`src/rtl/core/tcc_pkg.sv`:
```
package tcc_pkg;

    // Geometry of the text grid in pixels, and the range of glyph codes
    localparam int GLYPH_WIDTH   = 6;
    localparam int LINE_SPACING  = 8;
    localparam int SCREEN_WIDTH  = 128;
    localparam int SCREEN_HEIGHT = 128;
    localparam int FIRST_GLYPH   = 32;
    localparam int GLYPH_COUNT   = 96;
    localparam int GLYPH_END     = FIRST_GLYPH + GLYPH_COUNT;

    localparam logic [7:0] GLYPH_W8     = 8'(GLYPH_WIDTH);
    localparam logic [7:0] HALF_SPACE8  = 8'(GLYPH_WIDTH / 2);
    localparam logic [7:0] SHORT_BS8    = 8'd3;
    localparam logic [7:0] LINE_SP8     = 8'(LINE_SPACING);
    localparam logic [8:0] SCREEN_W9    = 9'(SCREEN_WIDTH);
    localparam logic [8:0] SCREEN_H9    = 9'(SCREEN_HEIGHT);
    localparam logic [8:0] FIRST_GLYPH9 = 9'(FIRST_GLYPH);
    localparam logic [8:0] GLYPH_END9   = 9'(GLYPH_END);

    // RGB565 colours
    localparam logic [15:0] GREY_565  = 16'h8410;
    localparam logic [15:0] RED_565   = 16'hF800;
    localparam logic [15:0] GREEN_565 = 16'h07E0;
    localparam logic [15:0] BLUE_565  = 16'h001F;

    // Control codes
    localparam logic [7:0] CC_DELAY      = 8'd2;
    localparam logic [7:0] CC_HALF_SPACE = 8'd3;
    localparam logic [7:0] CC_SHORT_BS   = 8'd4;
    localparam logic [7:0] CC_INVERT     = 8'd7;
    localparam logic [7:0] CC_BACKSPACE  = 8'd8;
    localparam logic [7:0] CC_LINE_FEED  = 8'd10;
    localparam logic [7:0] CC_CLEAR      = 8'd12;
    localparam logic [7:0] CC_CR         = 8'd13;
    localparam logic [7:0] CC_GREY       = 8'd14;
    localparam logic [7:0] CC_TABX_LO    = 8'h80;
    localparam logic [7:0] CC_TABX_HI    = 8'h93;
    localparam logic [7:0] CC_TABY_LO    = 8'hA0;
    localparam logic [7:0] CC_TABY_HI    = 8'hAF;
    localparam logic [7:0] CC_COLOUR_LO  = 8'hC0;

    typedef enum logic [1:0] {
        ACT_NONE  = 2'd0,
        ACT_DRAW  = 2'd1,
        ACT_CLEAR = 2'd2,
        ACT_DELAY = 2'd3
    } action_t;

    // Configuration register indexes (byte address = 4 * index)
    typedef enum logic [1:0] {
        REG_DIVERT = 2'd0,
        REG_ECHO   = 2'd1,
        REG_KEEP   = 2'd2,
        REG_NONE   = 2'd3
    } reg_idx_t;

    function automatic logic [15:0] primary(input logic r, input logic g, input logic b);
        primary = (r ? RED_565 : 16'h0000) | (g ? GREEN_565 : 16'h0000)
                | (b ? BLUE_565 : 16'h0000);
    endfunction

endpackage

```
`src/rtl/core/tcc_char_if.sv`:
```
interface tcc_char_if;
    logic       valid;
    logic       ready;
    logic [7:0] char_code;

    modport source (output valid, output char_code, input ready);
    modport sink   (input valid, input char_code, output ready);
endinterface

```
`src/rtl/core/tcc_cmd_if.sv`:
```
interface tcc_cmd_if;
    logic        valid;
    logic        ready;
    logic [1:0]  action;
    logic [6:0]  glyph_index;
    logic [7:0]  draw_x;
    logic [7:0]  draw_y;
    logic [15:0] draw_fg;
    logic [15:0] draw_bg;
    logic        uart_valid;
    logic [7:0]  uart_byte;

    modport source (output valid, output action, output glyph_index, output draw_x,
                    output draw_y, output draw_fg, output draw_bg, output uart_valid,
                    output uart_byte, input ready);
    modport sink   (input valid, input action, input glyph_index, input draw_x,
                    input draw_y, input draw_fg, input draw_bg, input uart_valid,
                    input uart_byte, output ready);
endinterface

```
`src/rtl/core/text_cursor_control_engine.sv`:
```
// Text cursor control engine. Each beat on char_in carries one character code and
// produces exactly one command beat on cmd_out, in order: draw a glyph (index,
// pixel position, RGB565 colours), clear the screen with the background colour,
// a delay, or nothing. Control codes move the cursor or change the colours;
// printable codes draw and then advance the cursor with line and screen
// wrap. The block takes one character per clock: the decode and cursor update
// are a single short combinational step from the cursor/colour registers into
// the command register, and a new beat is taken whenever the command register is
// empty or being drained in the same cycle; a command follows in the cycle after
// its character and throughput is one beat per cycle. Three 1-bit APB registers
// (divert_enable at 0x0, uart_echo at 0x4, keep_screen at 0x8) control UART echo
// and suppression of screen processing; write them only while the engine is idle.
module text_cursor_control_engine (
    input  logic           clk,
    input  logic           rst_n,
    tcc_char_if.sink       char_in,
    tcc_cmd_if.source      cmd_out,
    input  logic           psel,
    input  logic           penable,
    input  logic           pwrite,
    input  logic [3:0]     paddr,
    input  logic [31:0]    pwdata,
    output logic [31:0]    prdata,
    output logic           pready
);

    // ---------------- configuration ----------------
    logic divert_reg, echo_reg, keep_reg;
    tcc_pkg::reg_idx_t reg_sel;

    assign pready  = 1'b1;
    assign reg_sel = tcc_pkg::reg_idx_t'(paddr[3:2]);

    always_ff @(posedge clk or negedge rst_n)
    begin
        if (!rst_n)
        begin
            divert_reg <= 1'b0;
            echo_reg   <= 1'b0;
            keep_reg   <= 1'b0;
        end
        else if (psel && penable && pwrite)
        begin
            unique case (reg_sel)
                tcc_pkg::REG_DIVERT: divert_reg <= pwdata[0];
                tcc_pkg::REG_ECHO:   echo_reg   <= pwdata[0];
                tcc_pkg::REG_KEEP:   keep_reg   <= pwdata[0];
                default:             ;
            endcase
        end
    end

    always_comb
    begin
        prdata = 32'd0;
        unique case (reg_sel)
            tcc_pkg::REG_DIVERT: prdata[0] = divert_reg;
            tcc_pkg::REG_ECHO:   prdata[0] = echo_reg;
            tcc_pkg::REG_KEEP:   prdata[0] = keep_reg;
            default:             prdata = 32'd0;
        endcase
    end

    // ---------------- handshake ----------------
    logic out_valid_reg;
    logic accept;

    // command register frees up when empty or drained this cycle
    assign char_in.ready = !out_valid_reg || cmd_out.ready;
    assign accept        = char_in.valid && char_in.ready;

    always_ff @(posedge clk or negedge rst_n)
    begin
        if (!rst_n)
            out_valid_reg <= 1'b0;
        else if (char_in.ready)
            out_valid_reg <= char_in.valid;
    end

    // ---------------- cursor / colour state ----------------
    logic [7:0]  cursor_x_reg, cursor_x_next;
    logic [7:0]  cursor_y_reg, cursor_y_next;
    logic [15:0] fore_reg, fore_next;
    logic [15:0] back_reg, back_next;

    // command payload
    tcc_pkg::action_t action_next;
    logic [6:0]  glyph_next;
    logic [7:0]  draw_x_next, draw_y_next, uart_byte_next;
    logic [15:0] draw_fg_next, draw_bg_next;
    logic        uart_valid_next;

    tcc_pkg::action_t action_reg;
    logic [6:0]  glyph_reg;
    logic [7:0]  draw_x_reg, draw_y_reg, uart_byte_reg;
    logic [15:0] draw_fg_reg, draw_bg_reg;
    logic        uart_valid_reg;

    logic [7:0] c;
    logic       screen_on;
    logic [7:0] x_adv, y_adv, x_tab, y_tab, y_line;
    logic [8:0] glyph_off;

    assign c = char_in.char_code;
    assign screen_on = !divert_reg || keep_reg;

    always_comb
    begin
        x_adv     = cursor_x_reg + tcc_pkg::GLYPH_W8;
        y_adv     = cursor_y_reg + tcc_pkg::LINE_SP8;
        // next line wraps to the top once past the bottom
        y_line    = ({1'b0, y_adv} >= tcc_pkg::SCREEN_H9) ? 8'd0 : y_adv;
        x_tab     = 8'({3'd0, c[4:0]} * tcc_pkg::GLYPH_W8);
        y_tab     = 8'({4'd0, c[3:0]} * tcc_pkg::LINE_SP8);
        glyph_off = {1'b0, c} - tcc_pkg::FIRST_GLYPH9;

        cursor_x_next   = cursor_x_reg;
        cursor_y_next   = cursor_y_reg;
        fore_next       = fore_reg;
        back_next       = back_reg;
        action_next     = tcc_pkg::ACT_NONE;
        glyph_next      = 7'd0;
        draw_x_next     = 8'd0;
        draw_y_next     = 8'd0;
        draw_fg_next    = 16'd0;
        draw_bg_next    = 16'd0;
        uart_valid_next = divert_reg && echo_reg;
        uart_byte_next  = (divert_reg && echo_reg) ? c : 8'd0;

        if (screen_on)
        begin
            priority if (c == tcc_pkg::CC_DELAY)
                action_next = tcc_pkg::ACT_DELAY;
            else if (c == tcc_pkg::CC_HALF_SPACE)
                cursor_x_next = cursor_x_reg + tcc_pkg::HALF_SPACE8;
            else if (c == tcc_pkg::CC_SHORT_BS)
                cursor_x_next = cursor_x_reg - tcc_pkg::SHORT_BS8;
            else if (c == tcc_pkg::CC_INVERT)
            begin
                fore_next = back_reg;
                back_next = fore_reg;
            end
            else if (c == tcc_pkg::CC_BACKSPACE)
            begin
                if (cursor_x_reg >= tcc_pkg::GLYPH_W8)
                    cursor_x_next = cursor_x_reg - tcc_pkg::GLYPH_W8;
            end
            else if (c == tcc_pkg::CC_LINE_FEED)
            begin
                cursor_x_next = 8'd0;
                cursor_y_next = y_line;
            end
            else if (c == tcc_pkg::CC_CLEAR)
            begin
                action_next   = tcc_pkg::ACT_CLEAR;
                draw_bg_next  = back_reg;
                cursor_x_next = 8'd0;
                cursor_y_next = 8'd0;
            end
            else if (c == tcc_pkg::CC_CR)
                cursor_x_next = 8'd0;
            else if (c == tcc_pkg::CC_GREY)
                fore_next = tcc_pkg::GREY_565;
            else if (c >= tcc_pkg::CC_TABX_LO && c <= tcc_pkg::CC_TABX_HI)
                cursor_x_next = x_tab;
            else if (c >= tcc_pkg::CC_TABY_LO && c <= tcc_pkg::CC_TABY_HI)
                cursor_y_next = y_tab;
            else if (c >= tcc_pkg::CC_COLOUR_LO)
            begin
                fore_next = tcc_pkg::primary(c[0], c[1], c[2]);
                back_next = tcc_pkg::primary(c[3], c[4], c[5]);
            end
            else if ({1'b0, c} >= tcc_pkg::FIRST_GLYPH9 && {1'b0, c} < tcc_pkg::GLYPH_END9)
            begin
                action_next  = tcc_pkg::ACT_DRAW;
                glyph_next   = glyph_off[6:0];
                draw_x_next  = cursor_x_reg;
                draw_y_next  = cursor_y_reg;
                draw_fg_next = fore_reg;
                draw_bg_next = back_reg;
                // advance, wrapping to the next line at the right edge
                if ({1'b0, x_adv} >= tcc_pkg::SCREEN_W9)
                begin
                    cursor_x_next = 8'd0;
                    cursor_y_next = y_line;
                end
                else
                    cursor_x_next = x_adv;
            end
            else
                action_next = tcc_pkg::ACT_NONE;
        end
    end

    always_ff @(posedge clk or negedge rst_n)
    begin
        if (!rst_n)
        begin
            cursor_x_reg <= 8'd0;
            cursor_y_reg <= 8'd0;
            fore_reg     <= 16'd0;
            back_reg     <= 16'd0;
        end
        else if (accept)
        begin
            cursor_x_reg <= cursor_x_next;
            cursor_y_reg <= cursor_y_next;
            fore_reg     <= fore_next;
            back_reg     <= back_next;
        end
    end

    always_ff @(posedge clk)
    begin
        if (accept)
        begin
            action_reg     <= action_next;
            glyph_reg      <= glyph_next;
            draw_x_reg     <= draw_x_next;
            draw_y_reg     <= draw_y_next;
            draw_fg_reg    <= draw_fg_next;
            draw_bg_reg    <= draw_bg_next;
            uart_valid_reg <= uart_valid_next;
            uart_byte_reg  <= uart_byte_next;
        end
    end

    assign cmd_out.valid       = out_valid_reg;
    assign cmd_out.action      = action_reg;
    assign cmd_out.glyph_index = glyph_reg;
    assign cmd_out.draw_x      = draw_x_reg;
    assign cmd_out.draw_y      = draw_y_reg;
    assign cmd_out.draw_fg     = draw_fg_reg;
    assign cmd_out.draw_bg     = draw_bg_reg;
    assign cmd_out.uart_valid  = uart_valid_reg;
    assign cmd_out.uart_byte   = uart_byte_reg;

endmodule

```
`src/flat_wrapper.sv`:
```
// flat-port wrapper written by rule: the top's interface ports become plain ports
module text_cursor_control_engine_flat 
  (clk, rst_n, psel, penable, pwrite, paddr, pwdata, prdata, pready, char_in_valid, char_in_char_code, char_in_ready, cmd_out_valid, cmd_out_action, cmd_out_glyph_index, cmd_out_draw_x, cmd_out_draw_y, cmd_out_draw_fg, cmd_out_draw_bg, cmd_out_uart_valid, cmd_out_uart_byte, cmd_out_ready);
  tcc_char_if char_in_i ();
  tcc_cmd_if cmd_out_i ();
  input  logic clk;
  input  logic rst_n;
  input  logic psel;
  input  logic penable;
  input  logic pwrite;
  input  logic [3:0] paddr;
  input  logic [31:0] pwdata;
  output logic [31:0] prdata;
  output logic pready;
  input wire logic [$bits(char_in_i.valid)-1:0] char_in_valid;
  input wire logic [$bits(char_in_i.char_code)-1:0] char_in_char_code;
  output wire logic [$bits(char_in_i.ready)-1:0] char_in_ready;
  output wire logic [$bits(cmd_out_i.valid)-1:0] cmd_out_valid;
  output wire logic [$bits(cmd_out_i.action)-1:0] cmd_out_action;
  output wire logic [$bits(cmd_out_i.glyph_index)-1:0] cmd_out_glyph_index;
  output wire logic [$bits(cmd_out_i.draw_x)-1:0] cmd_out_draw_x;
  output wire logic [$bits(cmd_out_i.draw_y)-1:0] cmd_out_draw_y;
  output wire logic [$bits(cmd_out_i.draw_fg)-1:0] cmd_out_draw_fg;
  output wire logic [$bits(cmd_out_i.draw_bg)-1:0] cmd_out_draw_bg;
  output wire logic [$bits(cmd_out_i.uart_valid)-1:0] cmd_out_uart_valid;
  output wire logic [$bits(cmd_out_i.uart_byte)-1:0] cmd_out_uart_byte;
  input wire logic [$bits(cmd_out_i.ready)-1:0] cmd_out_ready;
  assign char_in_i.valid = char_in_valid;
  assign char_in_i.char_code = char_in_char_code;
  assign char_in_ready = char_in_i.ready;
  assign cmd_out_valid = cmd_out_i.valid;
  assign cmd_out_action = cmd_out_i.action;
  assign cmd_out_glyph_index = cmd_out_i.glyph_index;
  assign cmd_out_draw_x = cmd_out_i.draw_x;
  assign cmd_out_draw_y = cmd_out_i.draw_y;
  assign cmd_out_draw_fg = cmd_out_i.draw_fg;
  assign cmd_out_draw_bg = cmd_out_i.draw_bg;
  assign cmd_out_uart_valid = cmd_out_i.uart_valid;
  assign cmd_out_uart_byte = cmd_out_i.uart_byte;
  assign cmd_out_i.ready = cmd_out_ready;
  text_cursor_control_engine u_core (.clk(clk), .rst_n(rst_n), .char_in(char_in_i), .cmd_out(cmd_out_i), .psel(psel), .penable(penable), .pwrite(pwrite), .paddr(paddr), .pwdata(pwdata), .prdata(prdata), .pready(pready));
endmodule
```
`config.mk`:
```
export PLATFORM = sky130hd
export DESIGN_NAME = text_cursor_control_engine_flat
export DESIGN_NICKNAME = d
export VERILOG_FILES = /design/src/rtl/core/tcc_pkg.sv /design/src/rtl/core/tcc_char_if.sv /design/src/rtl/core/tcc_cmd_if.sv /design/src/rtl/core/text_cursor_control_engine.sv /design/src/flat_wrapper.sv
export SDC_FILE = /design/constraint.sdc
export NUM_CORES = 1
export LEC_CHECK = 0
export ABC_AREA = 1
export BUFFER_PORTS_ARGS = -buffer_cell sky130_fd_sc_hd__buf_4
export CAP_MARGIN = 0
export CELL_PAD_IN_SITES_DETAIL_PLACEMENT = 2
export CELL_PAD_IN_SITES_GLOBAL_PLACEMENT = 2
export CORE_MARGIN = 5
export CORE_UTILIZATION = 32
export DETAILED_ROUTE_END_ITERATION = 10
export GPL_TIMING_DRIVEN = 1
export HOLD_SLACK_MARGIN = 0.05
export PLACE_DENSITY = 0.89
export SKIP_CTS_REPAIR_TIMING = 1
export SYNTH_ARGS = -nofsm -noshare
export SYNTH_HDL_FRONTEND = slang
export SYNTH_SLANG_ARGS = --single-unit
```
`constraint.sdc`:
```
create_clock -name clk -period 4.15 [get_ports clk]
set_input_delay 0.6225 -clock clk [delete_from_list [all_inputs] [get_ports clk]]
set_output_delay 0.6225 -clock clk [all_outputs]
set_load 0.005 [all_outputs]
```
# Word-level counts from Yosys, hierarchy flattened
# Index checks and enable logic that the tools add are counted.
[op_classes]
bitwise_logic = 11
muxes = 69
order_cmp = 10
n_eq_ne = 29
n_mul = 1
addsub = 6
n_reduce_logical = 26
[op_table]
columns = ["operator", "count"]
rows = [
  ["16-bit two-way mux", 27],
  ["8-bit two-way mux", 24],
  ["16-bit bitwise OR", 4],
  ["8-bit by 4-bit == test with 1-bit output (second input constant)", 5],
  ["8-bit >= comparator (second input constant)", 5],
  ["13-bit AND reduction", 2],
  ["2-bit two-way mux", 12],
  ["11-bit two-way mux", 2],
  ["3-bit by 1-bit != test with 1-bit output (second input constant)", 6],
  ["8-bit by 2-bit == test with 1-bit output (second input constant)", 2],
  ["8-bit by 3-bit == test with 1-bit output (second input constant)", 2],
  ["8-bit less-or-equal comparator (second input constant)", 2],
  ["8-bit by 1-bit != test with 1-bit output (second input constant)", 2],
  ["2-bit by 1-bit != test with 1-bit output (second input constant)", 7],
  ["14-bit OR reduction", 1],
  ["12-bit AND reduction", 1],
  ["5-bit two-way mux", 2],
  ["9-bit AND reduction", 1],
  ["8-bit by 2-bit adder with 8-bit output (second input constant)", 1],
  ["8-bit by 3-bit adder with 8-bit output (second input constant)", 1],
  ["8-bit by 4-bit adder with 8-bit output (second input constant)", 1],
  ["8-bit by 3-bit >= comparator with 1-bit output (second input constant)", 1],
  ["8-bit by 6-bit >= comparator with 1-bit output (second input constant)", 1],
  ["8-bit less-than comparator (second input constant)", 1],
  ["other kinds (22)", 39],
]
[word_totals]
out_inout_bits = 101
word_cells = 168
regBits = 118
input_bits = 51

# Logic depth before layout (Yosys ltp)
# Gate-level depths: netlist (run 1).
[logic_depth]
word_depth = 15
mapped_depth = 16
depth_no_buf = 16

# Least setup slack after synthesis (run 1)
# Ideal clock, no wire load.
[synth_path]
kind = "input to register"
from = "input port cmd_out_ready"
to = "register u_core.fore_reg[14]"
setup_time_ns = 0.124
setup_slack_ns = 0.736
path_stages = 12
required_ns = 4.026
arrival_time_ns = 3.290
cell_sequence = "inv_1 > nand2_1 > nand2_1 > inv_1 > o21ai_0 > nor2_1 > nand2_1 > a21oi_1 > nand2_1 > buf_2 > nor2_1 > a21oi_1"
[synth_between]
elab_chain_cells = 3
[synth_lines]
columns = ["item", "line", "source"]
rows = [
  ["from (decl)", "flat_wrapper.sv:27", "input wire logic [$bits(cmd_out_i.ready)-1:0] cmd_out_ready;"],
  ["1-bit logical OR", "text_cursor_control_engine.sv:69", "assign char_in.ready = !out_valid_reg || cmd_out.ready;"],
  ["via char_in_ready", "flat_wrapper.sv:17", "output wire logic [$bits(char_in_i.ready)-1:0] char_in_ready;"],
  ["1-bit logical AND", "text_cursor_control_engine.sv:70", "assign accept = char_in.valid && char_in.ready;"],
  ["via u_core.accept", "text_cursor_control_engine.sv:66", "logic accept;"],
  ["12-bit AND reduction (no line)", "--", ""],
  ["to (signal assigned)", "text_cursor_control_engine.sv:208", "fore_reg <= fore_next;"],
  ["to (decl)", "text_cursor_control_engine.sv:83", "logic [15:0] fore_reg, fore_next;"],
]
# The timed path passes the listed nets, and every way through them passes these cells.
# A chain may end at the register's enable or synchronous reset.

# Worst setup path in the final report (run 1)
[layout_path]
from = "input port char_in_char_code[3]"
to = "register u_core.fore_reg[3]"
[layout_between]
elab_chain_cells = 7
elab_cells_between_ends = 33
classes_between = "order compare (5); eq/ne (15); mux (6); bitwise (3); reduce/logical (4)"
[layout_lines]
columns = ["item", "line", "source"]
rows = [
  ["from (decl)", "flat_wrapper.sv:16", "input wire logic [$bits(char_in_i.char_code)-1:0] char_in_char_code;"],
  ["branches (longest 7 deep; another with 8-bit >= comparator)", "--", ""],
]
# Parallel ways; which one is timed is not known. The select of a mux whose other input is x is not followed.

==> flow_summary.yaml, run 1 <==
run_status:
  status: "finished, final reports clean"
yosys:
  yosys.area.top_type: "edfxtp_1"
  yosys_warnings: 0
  syn_inst: 774
  synthTopCellsByArea: "edfxtp_1, dfrtp_1, nand2_1"
  mappedNetlistArea_mm2: 0.00658
  synth-edff-count: 66
  syn_area_per_cell_um2: 8.50
  synth.most_common_cell: "nand2_1"
  async_flop_share: 0.441
  synthDistinctLibCells: 37
  synth_top_area_frac: 0.301
  ys_ff_latch: 118
  synthTopCellsByCount: "nand2_1, inv_1, nor2_1"
  yosysSeqAreaShare: 0.499
  yosys_most_used_dff: "edfxtp_1"
route:
  dr.pass1.iters: 6
  post-route-drc-count: 0
  ant_nets: 0
  vias: 5777
  wl_um: 23200
  wire_per_inst_um: 20.2
  routed_via_density: 5.04
  drt_iter0_markers: 364
clock_network:
  cts_root_buf: "clkbuf_16"
  clkTransAtPathRegs_ns: 0.06
  cts_tree: "yes"
  cts.htree.levels: 4
  clock_latency_ns: 0.44
  cts_inserted_buffers: 17
  clock_path_buffers: 2
  clkSinkCount: 118
die:
  core_mm2: 0.0202
  io_pins: 152
  dieArea_mm2: 0.0235
  fp.dieH_um: 153
  die_w_um: 153
  initial_core_util: 0.325
  rows: 52
cells_and_area:
  stdcell_area_mm2: 0.00802
  layout-drive-gt1-share: 0.178
  syn_to_final_growth_pct: 21.8
  layout.nets: 937
  antennaDiodeCount: 0
pwr:
  peakVddDrop_v: 0.000222
  clkPwrFrac: 0.367
  power_density_mw_per_mm2: 538
  combinationalPowerShare: 0.253
  seq_power_share: 0.380
  swShare: 0.354
  p_int_mw: 2.79
  leakage_nw: 3.86
  p_switching_mw: 1.53
timing:
  skew_ns: 0.00955
  grt_setup_unrepaired: "no"
  fin_crit_ns: 2.75
  fin_tns_setup_ns: 0
  finalSetupViolCount: 0
  worst_pin_slew_ns: 0.917
  fmax_ghz: 0.363
  hold_viol: 0
  slew_headroom: 0.389
  timing.final.crit_share: 0.664
  slew_viol_final: 0
grt:
  grt_pass1_wl_um: 36200
  grt_pass1_vias: 6460
  gr-usage-all-layers: 0.198
  antenna_found_initial: 0
  grt_max_degree: 67
  overflow: 0
placed_design:
  place_congestion: 0.824
  place_area_mm2: 0.00740
  hpwl_um: 15300
  portBuffers: 86
setup_path:
  startpoint_type: "input port"
  crit_type: "input port to flop"
  ff2ff_path_depth: 13
  reg2reg_slack_ns: 1.77
  critical_path_arrival_ns: 3.11
  crit_fanout: 36
  endpoint: "u_core.fore_reg[3]"
  cp-end-kind: "flop"
  required_ns: 4.50
  worstReg2RegEnd: "u_core.cursor_x_reg[3]"
  startpoint: "char_in_char_code[3]"
  r2r_start: "u_core.cursor_x_reg[2]"
hold_path:
  worstHoldPathType: "input port to asynchronous set/reset pin"
job:
  drv_cap: 0
[worst min-delay path by stage]
| stage | slack (ns) | start | end | depth (start not counted) |
|---|---|---|---|---|
| 2_1_floorplan | 0.33 | rst_n | u_core.back_reg[0] | 0 |
| 6_report | 0.28 | rst_n | u_core.fore_reg[1] | 1 |
| 5_1_grt | 0.32 | rst_n | u_core.fore_reg[0] | 1 |
| 3_3_place_gp | 0.47 | u_core.cursor_y_reg[2] | u_core.cursor_y_reg[2] | 2 |
| 3_5_place_dp | 0.49 | u_core.cursor_y_reg[0] | u_core.cursor_y_reg[0] | 2 |
| 4_1_cts | 0.29 | rst_n | u_core.fore_reg[1] | 1 |
[per-layer routing]
metal  vias to the layer above  track usage  routed length, um
met5                         -            0                  0
met4                         0       0.0711                600
li1                       2623            -                  -
met2                       156        0.360              12200
met1                      2960        0.233               9440
met3                        38       0.0393                936
[placed cells by master (no fill, tap or decap), drive strengths merged, types with 9 or more instances in the layout]
cell,instances
nand3,44
inv,108
o21ai,75
buf,93
xor2,9
nor3,23
dfrtp,52
ha,21
a21oi,34
nand2,174
nor2,102
conb,32
clkbuf,17
edfxtp,66
[power by group through the flow]
stage | logic, mW | clock network, mW | registers (mW)
after floorplan | 0.712 | 0 | 1.58
after global placement | 0.980 | 0 | 1.63
after detailed placement | 1.05 | 0 | 1.65
after CTS | 1.10 | 1.60 | 1.64
after global routing | 1.22 | 1.66 | 1.67
final | 1.09 | 1.58 | 1.64
[worst max-delay path, stage by stage]
cell     delay, ns
buf_4         0.16
inv_1         0.15
ha_1          0.22
nand2_1       0.15
nor2_8        0.09
inv_2         0.44
o21ai_0       0.23
inv_1         0.15
a21oi_1       0.08
nand2_1       0.17
buf_4         0.35
nor2_1        0.11
a21oi_1       0.17
[cells by family (layout without fill, tap and decap cells)]
kind of cell | Yosys count | in the layout | synth area share
AO/OA/AOI/OAI | 119 | 119 | 0.0933
flip-flops | 118 | 118 | 0.499
AND/OR/NAND/NOR | 349 | 349 | 0.241
buffers and inverters | 155 | 228 | 0.111
XOR/XNOR | 9 | 9 | 0.0120
other | 2 | 32 | 0.00114
adder cells (fa/ha/maj) | 22 | 22 | 0.0430
[through the flow]
| step | worst slack, ns | hold WS (ns) | std cells | utilization | power, mW |
|---|---|---|---|---|---|
| final | 1.40 | 0.275 | 1147 | 0.396 | 4.31 |
| after global routing | 1.21 | 0.322 | 1147 | 0.396 | 4.54 |
| after CTS | 1.45 | 0.286 | 1147 | 0.396 | 4.34 |
| after detailed placement | 1.04 | 0.487 | 1115 | 0.366 | 2.70 |
| after global placement | 1.14 | 0.473 | 1115 | 0.366 | 2.61 |
| after floorplan | 0.736 | 0.327 | 804 | - | 2.29 |
[final cells by class]
class	instances	area (um^2)
fill	2285	12200
sequential	118	3280
multi-input combinational	531	2680
timing repair buffer	93	711
clock buffer	17	425
inverter	103	387
tap	270	338
clock inverter	15	190
No activity file was read; power rests on OpenSTA's default activity.
==> run 2: changes to the inputs <==
ABC_AREA = 0   (was 1)
CORE_UTILIZATION = 34   (was 32)
clock period = 2.6 ns   (was 4.15 ns; I/O delays follow)
==> flow_summary.yaml, run 2 <==
run_status:
  status: "finished, final reports clean"
cells_and_area:
  regArea_mm2: 0.00328
  final_common_cell: "buf_4"
  layout-drive-gt1-share: 0.249
  fillers: 1887
  layout.nets: 794
  mostFrequentLayoutCells: "buf_4, a21oi_1, edfxtp_1"
  antennaDiodeCount: 0
  syn_to_final_growth_pct: 25.1
  multi_input_area_mm2: 0.00270
grt:
  grt_max_degree: 62
  antenna_found_initial: 0
  overflow: 0
  gr-usage-all-layers: 0.221
  grt_pass1_wl_um: 36500
  grt_pass1_vias: 6050
placed_design:
  hpwl_um: 15500
  place_congestion: 0.917
  portBuffers: 86
  pre_cts_slack_ns: -0.207
clock_network:
  clock_latency_ns: 0.44
  cts_inserted_buffers: 17
  clkSinkCount: 118
  clock_path_buffers: 2
  cts_root_buf: "clkbuf_16"
  clkTransAtPathRegs_ns: 0.06
  cts_tree: "yes"
  cts.htree.levels: 4
yosys:
  synth_top_area_frac: 0.314
  syn_inst: 608
  yosys_most_used_dff: "edfxtp_1"
  synthTopCellsByArea: "edfxtp_1, dfrtp_1, a21oi_1"
  syn_area_per_cell_um2: 10.4
  yosysSeqAreaShare: 0.521
  synthTopCellsByCount: "a21oi_1, edfxtp_1, and2_1"
  mappedNetlistArea_mm2: 0.00630
  ys_ff_latch: 118
  async_flop_share: 0.441
  yosys.area.top_type: "edfxtp_1"
  synth.most_common_cell: "a21oi_1"
  synth-edff-count: 66
  synthDistinctLibCells: 67
  yosys_warnings: 0
setup_path:
  reg2reg_slack_ns: 0.13
  ff2ff_path_depth: 9
  crit_fanout: 11
  r2r_start: "u_core.cursor_x_reg[1]"
  critical_path_arrival_ns: 2.85
  startpoint_type: "input port"
  crit_type: "input port to flop"
  cp-end-kind: "flop"
  required_ns: 2.93
  worstReg2RegEnd: "u_core.cursor_y_reg[4]"
timing:
  worst_pin_slew_ns: 0.820
  slew_viol_final: 0
  slew_headroom: 0.453
  hold_viol: 0
  skew_ns: 0.00725
  holdWs_ns: 0.00308
  timing.final.crit_share: 0.969
  fin_tns_setup_ns: 0
  fmax_ghz: 0.397
  fin_ws_ns: 0.0802
  fin_crit_ns: 2.52
  finalSetupViolCount: 0
pwr:
  peakVddDrop_v: 0.000430
  power_mw: 6.58
  p_int_mw: 4.28
  combinationalPowerShare: 0.271
  power_density_mw_per_mm2: 835
  p_switching_mw: 2.30
  clkPwrFrac: 0.329
  seq_power_share: 0.400
  swShare: 0.349
  leakage_nw: 3.31
die:
  fp.dieH_um: 146
  dieArea_mm2: 0.0214
  initial_core_util: 0.348
  rows: 49
  die_w_um: 146
  core_mm2: 0.0181
  io_pins: 152
route:
  dr.pass1.iters: 4
  post-route-drc-count: 0
  drt_iter0_markers: 271
  routed_via_density: 5.44
  wire_per_inst_um: 24.1
  ant_nets: 0
  vias: 5236
  wl_um: 23200
job:
  drv_cap: 0
hold_path:
  worstHoldPathType: "input port to asynchronous set/reset pin"
run 2: cells by family (layout without fill, tap and decap cells):
kind of cell               after synthesis  in the layout  synth area share
DFF                                    118            118             0.521
xor gates and xnor gates                15             15            0.0208
other                                    2             32           0.00119
buffers and inverters                   82            178            0.0739
adders and majority gates               22             22            0.0449
AOI/OAI and AO/OA                      156            156             0.153
muxes                                    7              7            0.0121
and+or+nand+nor                        206            206             0.173
run 2: worst max path at each step:
| stage | slack, ns | end | start |
|---|---|---|---|
| 2_1_floorplan | 0.05 | u_core.cursor_y_reg[0] | u_core.cursor_x_reg[2] |
| 3_3_place_gp | -0.03 | u_core.cmd_out.draw_fg[4] | char_in_char_code[3] |
| 6_report | 0.08 | u_core.fore_reg[9] | char_in_char_code[2] |
| 3_5_place_dp | -0.21 | u_core.cmd_out.draw_x[2] | char_in_char_code[2] |
| 5_1_grt | -0.007 | u_core.cursor_y_reg[4] | u_core.cursor_x_reg[1] |
| 4_1_cts | 0.04 | u_core.cursor_y_reg[4] | u_core.cursor_x_reg[1] |
run 2: metal layers:
metal	GRT usage	vias up	share of wire
li1	-	2317	-
met1	0.261	2711	0.41
met2	0.397	166	0.52
met3	0.0511	42	0.048
met4	0.0696	0	0.020
met5	0	-	0
run 2: area by class of cell:
type,count,share of cell area
Sequential cell,118,0.417
Multi-Input combinational cell,438,0.342
Timing Repair Buffer,130,0.130
Clock buffer,17,0.0540
Tap cell,229,0.0364
Clock inverter,15,0.0133
Inverter,16,0.00762
run 2: worst max-delay path: stages:
cell and delay [ns]:
buf_4 0.14, inv_1 0.17, ha_1 0.36, a31oi_1 0.53, nand3_1 0.36, a21oi_2 0.30, buf_4 0.18, buf_12 0.12
nor2_1 0.04, a21oi_1 0.23
run 2: per-stage QoR:
stage | instances | util | cell area (um^2)
finish | 963 | 0.436 | 7880
global route | 963 | 0.436 | 7880
CTS | 962 | 0.435 | 7860
detailed placement | 930 | 0.405 | 7330
global placement | 930 | 0.405 | 7330
floorplan | 638 | - | 6420
run 2: power by group through the flow:
| stage | combinational (mW) | sequential, mW | clock, mW |
|---|---|---|---|
| 3_5_place_dp | 1.72 | 2.65 | 0 |
| 4_1_cts | 1.78 | 2.63 | 2.19 |
| 5_1_grt | 1.95 | 2.67 | 2.29 |
| 3_3_place_gp | 1.60 | 2.59 | 0 |
| 2_1_floorplan | 1.12 | 2.53 | 0 |
| 6_report | 1.78 | 2.63 | 2.17 |
